### src/mtvt_pkg.sv
// Package for the mip tile visibility tracker.
// Holds field widths, codes, the level base table and controller types.
// No dependencies.
package mtvt_pkg;

  localparam int MAX_LEVELS_DEF  = 8;
  localparam int TOTAL_TILES_DEF = 21845;
  localparam int FRAME_BITS_DEF  = 32;

  localparam int LVL_W    = 3;
  localparam int COORD_W  = 7;
  localparam int KIND_W   = 2;
  localparam int COUNT_W  = 15;
  localparam int KEEP_W   = 16;
  localparam int NL_W     = 4;
  localparam int IDX_W    = 16;
  localparam int CFG_IDX_W  = 8;
  localparam int CFG_DATA_W = 16;

  localparam logic [0:0] OP_VISIBLE   = 1'b0;
  localparam logic [0:0] OP_NEW_FRAME = 1'b1;

  localparam logic [KIND_W-1:0] KIND_TILE  = 2'd0;
  localparam logic [KIND_W-1:0] KIND_STATS = 2'd1;
  localparam logic [KIND_W-1:0] KIND_ERROR = 2'd2;

  localparam logic [CFG_IDX_W-1:0] CFG_KEEP_ALIVE = 8'd0;
  localparam logic [CFG_IDX_W-1:0] CFG_LEVELS     = 8'd1;

  localparam logic [NL_W-1:0] LEVELS_RESET = 4'd8;

  typedef enum logic [2:0] {
    S_CLEAR,
    S_IDLE,
    S_LOOK,
    S_CHECK,
    S_FLUSH,
    S_ERR,
    S_STAT
  } state_t;

  typedef struct packed {
    logic in_ready;
    logic load_in;
    logic clr_step;
    logic mem_rd;
    logic mark;
    logic emit_pend;
    logic pend_last;
    logic emit_err;
    logic emit_stat;
    logic stat_next;
    logic frame_adv;
  } cmd_t;

  typedef struct packed {
    logic clr_done;
    logic in_valid;
    logic new_frame;
    logic err;
    logic oob;
    logic nl_zero;
    logic marked;
    logic lvl_zero;
    logic pend_valid;
    logic out_free;
    logic stat_last;
  } status_t;

  function automatic logic [IDX_W-1:0] level_base(input logic [LVL_W-1:0] l);
    logic [IDX_W-1:0] b;
    unique case (l)
      3'd0: b = 16'd0;
      3'd1: b = 16'd1;
      3'd2: b = 16'd5;
      3'd3: b = 16'd21;
      3'd4: b = 16'd85;
      3'd5: b = 16'd341;
      3'd6: b = 16'd1365;
      3'd7: b = 16'd5461;
      default: b = 16'd0;
    endcase
    return b;
  endfunction

endpackage

### src/mtvt_ctrl.sv
// Controller of the mip tile visibility tracker: clear pass, walk and stats sequencing.
// Depends on mtvt_pkg; drives commands to mtvt_dp.
module mtvt_ctrl import mtvt_pkg::*; (
  input  logic    clk,
  input  logic    rst,
  input  status_t status,
  output cmd_t    cmd
);

  state_t state, state_next;

  always_ff @(posedge clk) begin
    if (rst) state <= S_CLEAR;
    else     state <= state_next;
  end

  always_comb begin
    state_next = state;
    unique case (state)
      S_CLEAR: if (status.clr_done) state_next = S_IDLE;
      S_IDLE:  if (status.in_valid) state_next = S_LOOK;
      S_LOOK: begin
        if (status.new_frame)       state_next = status.nl_zero ? S_IDLE : S_STAT;
        else if (status.err)        state_next = S_ERR;
        else if (status.oob)        state_next = status.pend_valid ? S_FLUSH : S_IDLE;
        else                        state_next = S_CHECK;
      end
      S_CHECK: begin
        if (status.out_free) begin
          if (status.marked)        state_next = S_IDLE;
          else if (status.lvl_zero) state_next = S_FLUSH;
          else                      state_next = S_LOOK;
        end
      end
      S_FLUSH: if (status.out_free) state_next = S_IDLE;
      S_ERR:   if (status.out_free) state_next = S_IDLE;
      S_STAT:  if (status.out_free && status.stat_last) state_next = S_IDLE;
      default: state_next = S_IDLE;
    endcase
  end

  always_comb begin
    cmd = '0;
    unique case (state)
      S_CLEAR: cmd.clr_step = 1'b1;
      S_IDLE: begin
        cmd.in_ready = 1'b1;
        cmd.load_in  = status.in_valid;
      end
      S_LOOK: begin
        if (status.new_frame) begin
          cmd.frame_adv = status.nl_zero;
        end else if (!status.err && !status.oob) begin
          cmd.mem_rd = 1'b1;
        end
      end
      S_CHECK: begin
        if (status.out_free) begin
          cmd.emit_pend = status.pend_valid;
          cmd.pend_last = status.marked;
          cmd.mark      = !status.marked;
        end
      end
      S_FLUSH: begin
        cmd.emit_pend = status.out_free;
        cmd.pend_last = 1'b1;
      end
      S_ERR: cmd.emit_err = status.out_free;
      S_STAT: begin
        cmd.emit_stat = status.out_free;
        cmd.stat_next = status.out_free;
        cmd.frame_adv = status.out_free && status.stat_last;
      end
      default: cmd = '0;
    endcase
  end

endmodule

### config.mk
export PLATFORM = sky130hd
export DESIGN_NAME = mtvt_ctrl
export DESIGN_NICKNAME = d
export VERILOG_FILES = /design/src/mtvt_pkg.sv /design/src/mtvt_ctrl.sv
export SDC_FILE = /design/constraint.sdc
export NUM_CORES = 1
export LEC_CHECK = 0
export BUFFER_PORTS_ARGS = -buffer_cell sky130_fd_sc_hd__clkbuf_2
export CORE_AREA = 2 2 39 41
export DETAILED_ROUTE_END_ITERATION = 6
export DIE_AREA = 0 0 41 43
export GPL_TIMING_DRIVEN = 0
export PLACE_DENSITY = 0.65
export SLEW_MARGIN = 40
export SYNTH_ARGS = -nofsm -noshare
export SYNTH_HDL_FRONTEND = slang
export SYNTH_SLANG_ARGS = --single-unit
### constraint.sdc
create_clock -name clk -period 2.7 [get_ports clk]
set_clock_uncertainty 0.05 [all_clocks]
set_input_delay 0.135 -clock clk [delete_from_list [all_inputs] [get_ports clk]]
set_output_delay 0.135 -clock clk [all_outputs]
set_load 0.005 [all_outputs]
==> results_tabular.tex <==
\begin{tabular}{lr}
\hline
Metric & Value \\
\hline
\multicolumn{2}{l}{\textbf{Final layout}} \\
Total Nets Final & 95 \\
Register containing the most flip-flops in the final layout & state \\
Number of cells in the finished layout apart from fillers & 97 \\
Max FFs per register & 3 \\
Layout cells sized above 1 & 44.4\% \\
Largest registers & state x3 \\
Layout Cell Area excl Fill & 547 sq um \\
Antenna fix cells & 0 \\
Final core utilization & 39.5\% \\
Area added between synthesis and finish & 41.9\% \\
\multicolumn{2}{l}{\textbf{Timing}} \\
RSZ-0062 raised after global routing & false \\
Minimum period implied by the final worst setup slack & 1.50 ns \\
Worst slew margin relative to its limit & 81.3\% \\
Total of endpoints with negative setup slack in the final report & 0 \\
Number of hold violations in the final report & 0 \\
Tightest Pin Transition & 0.279 ns \\
Worst hold margin & 0.0668 ns \\
Max-slew violations & 0 \\
Setup TNS Final & 0 ns \\
F\_max & 666 MHz \\
Final worst-path cycle share & 55.6\% \\
Slack of the critical path & 1.20 ns \\
\multicolumn{2}{l}{\textbf{Route}} \\
Starting DRT DRC Count & 9 \\
First-pass iteration count of the detailed router & 4 \\
Drt wl/cell & 11.1 um \\
Count of vias placed by the detailed router & 492 \\
Drt total wl & 1.08 mm \\
Remaining design rule violation count & 0 \\
Remaining antenna violation count after routing & 0 \\
Avg Vias per Cell & 5.07 \\
\multicolumn{2}{l}{\textbf{Place}} \\
Count of placed standard cells including taps & 93 \\
Dpl ws & 1.46 ns \\
Buffers added on ports & 23 \\
Sum of net half-perimeters after detailed placement & 883 um \\
Gpl congestion & 0.869 \\
Post-Place Cell Area & 520 sq um \\
\multicolumn{2}{l}{\textbf{GRT}} \\
Antenna violations before repair & 0 \\
Global router's overall resource usage & 14.1\% \\
Overflow after GRT & 0 \\
Largest net degree at the start of global routing & 11 \\
Global-route wire length before repair & 1.59 mm \\
Number of global-route vias before repair & 387 \\
\multicolumn{2}{l}{\textbf{Job}} \\
Max cap viols & 0 \\
\multicolumn{2}{l}{\textbf{Synthesis}} \\
Synth Cell Area & 385 sq um \\
Synth Net Count & 67 \\
Most numerous cell in the Yosys netlist & sky130\_fd\_sc\_hd\_\_nor2\_1 \\
Share of Yosys cell area claimed by the top area cell type & 15.6\% \\
Count of flip-flops with a built-in enable after synthesis & 0 \\
Largest cells by area after synthesis & sky130\_fd\_sc\_hd\_\_dfxtp\_1 (16\%), sky130\_fd\_sc\_hd\_\_nor2\_1 (6.8\%), sky130\_fd\_sc\_hd\_\_nand2b\_1 (6.5\%) \\
Cell type contributing the most total cell area after synthesis & sky130\_fd\_sc\_hd\_\_dfxtp\_1 \\
Most frequent cells after synthesis & sky130\_fd\_sc\_hd\_\_nor2\_1 (7), sky130\_fd\_sc\_hd\_\_nand2\_1 (6), sky130\_fd\_sc\_hd\_\_a21oi\_1 (4), sky130\_fd\_sc\_hd\_\_nand2b\_1 (4), sky130\_fd\_sc\_hd\_\_nor3\_1 (4) \\
Gate count of the mapped netlist & 54 \\
Per-instance average area after synthesis & 7.14 sq um \\
Unique cell type count in the Yosys netlist & 28 \\
Portion of the post-synthesis area used by sequential elements & 15.6\% \\
Synthesized flop and latch total & 3 \\
Asr flop ratio synth & 0\% \\
Most frequently used flop master after synthesis & sky130\_fd\_sc\_hd\_\_dfxtp\_1 \\
Total of warnings raised by yosys & 0 \\
\multicolumn{2}{l}{\textbf{Critical path}} \\
Cell at the slowest stage of the critical path & sky130\_fd\_sc\_hd\_\_dfxtp\_1 \\
Data required, critical path & 2.52 ns \\
Sort of element at the end of the critical path & output pin \\
Type of the setup path with the least slack & reg2out \\
Crit-path cells & buf\_4, nor3b\_2, a32o\_1, clkbuf\_2 \\
Delay contributed by the slowest stage of the critical path & 0.30 ns \\
Critical Path AT & 1.32 ns \\
Element type at the critical path start & flip-flop \\
Worst-path maximum fanout & 10 \\
\multicolumn{2}{l}{\textbf{Clock network}} \\
Clock-pin slew on the worst setup and hold paths & 0.04 ns \\
Max Root-Sink Buffers & 2 \\
Post\_cts resized & 0 \\
Buffer type at the clock tree root & sky130\_fd\_sc\_hd\_\_clkbuf\_4 \\
CTS Hold Bufs & 0 \\
TritonCTS clock tree & done \\
Clock buffer count from CTS & 3 \\
Clock Sinks & 3 \\
Post-CTS Repair Setup Buffers & 0 \\
H-tree depth & 1 \\
Latest clock arrival within the worst-skew pair & 0.24 ns \\
\multicolumn{2}{l}{\textbf{Outcome}} \\
Result of the run & finished clean \\
\multicolumn{2}{l}{\textbf{Power}} \\
Leakage power & 0.249 nW \\
Total power draw & 0.201 mW \\
Worst IR drop on VDD & 0.160 mV \\
Power density cells & 367 nW/um\^{}2 \\
\multicolumn{2}{l}{\textbf{Worst hold path}} \\
Tightest Hold Check Type & in2reg \\
\multicolumn{2}{l}{\textbf{Floorplan}} \\
Full die area & 1760 sq um \\
Die outline height & 43 um \\
Initial Utilization & 27.8\% \\
IO Pins & 24 \\
Die W & 41 um \\
CORE AREA & 1380 sq um \\
Number of standard-cell rows in the floorplan & 14 \\
\hline
\end{tabular}
report_power, final:
part	switching, mW	internal, mW	leakage [nW]
logic	0.0391	0.0313	0.210
registers	0.00219	0.0479	0.0245
clock network	0.0247	0.0555	0.0150
total	0.0660	0.135	0.249
layer usage:
layer	track usage, %	share of wire (%)	wire length [um]
met1	15.4	40	435
met2	19.4	47	502
met3	3.66	9.2	99
met4	16.0	3.6	39
met5	0	0	0
cell families after synthesis:
family / Yosys count / synth area share (%)
buffers and inverters: 5 / 8.11
muxes: 1 / 2.60
AOI/OAI and AO/OA: 15 / 30.8
and+or+nand+nor: 30 / 42.9
DFF: 3 / 15.6
final cells by class:
class,count,area [sq um]
Clock buffer,4,26.3
Tap cell,16,20.0
Timing Repair Buffer,23,115
Buffer,4,27.5
Sequential cell,3,60.1
Inverter,1,3.75
Multi-Input combinational cell,46,294
Fill cell,152,837
final timing paths:
| path | from | to | slack [ns] | cells after the start |
|---|---|---|---|---|
| max | state[0]$_SDFFE_PP0P_ | cmd[0] | 1.20 | 4 |
| min reg2reg | state[0]$_SDFFE_PP0P_ | state[0]$_SDFFE_PP0P_ | 0.61 | 3 |
| min | rst | state[2]$_SDFFE_PP0P_ | 0.07 | 2 |
| max reg2reg | state[1]$_SDFFE_PP0P_ | state[0]$_SDFFE_PP0P_ | 1.52 | 4 |
placed cells by master (no fill, tap or decap), types with 2 or more instances in the layout:
cell and instances:
sky130_fd_sc_hd__nand2_1 6, sky130_fd_sc_hd__a21oi_1 4, sky130_fd_sc_hd__and2_1 2, sky130_fd_sc_hd__clkbuf_2 23, sky130_fd_sc_hd__clkbuf_4 3, sky130_fd_sc_hd__dfxtp_1 3
sky130_fd_sc_hd__buf_4 3, sky130_fd_sc_hd__nand2b_1 4, sky130_fd_sc_hd__o21ai_1 2, sky130_fd_sc_hd__nor3_1 4, sky130_fd_sc_hd__nor2_1 7
worst max-delay path, delay by kind of cell, from the launching register on:
family | cells | cell delay [ns]
compound gates | 1 | 0.21
flops | 1 | 0.30
buf+inv | 2 | 0.27
simple gates | 1 | 0.30
Note: power is estimated with default switching activity, not from simulation.
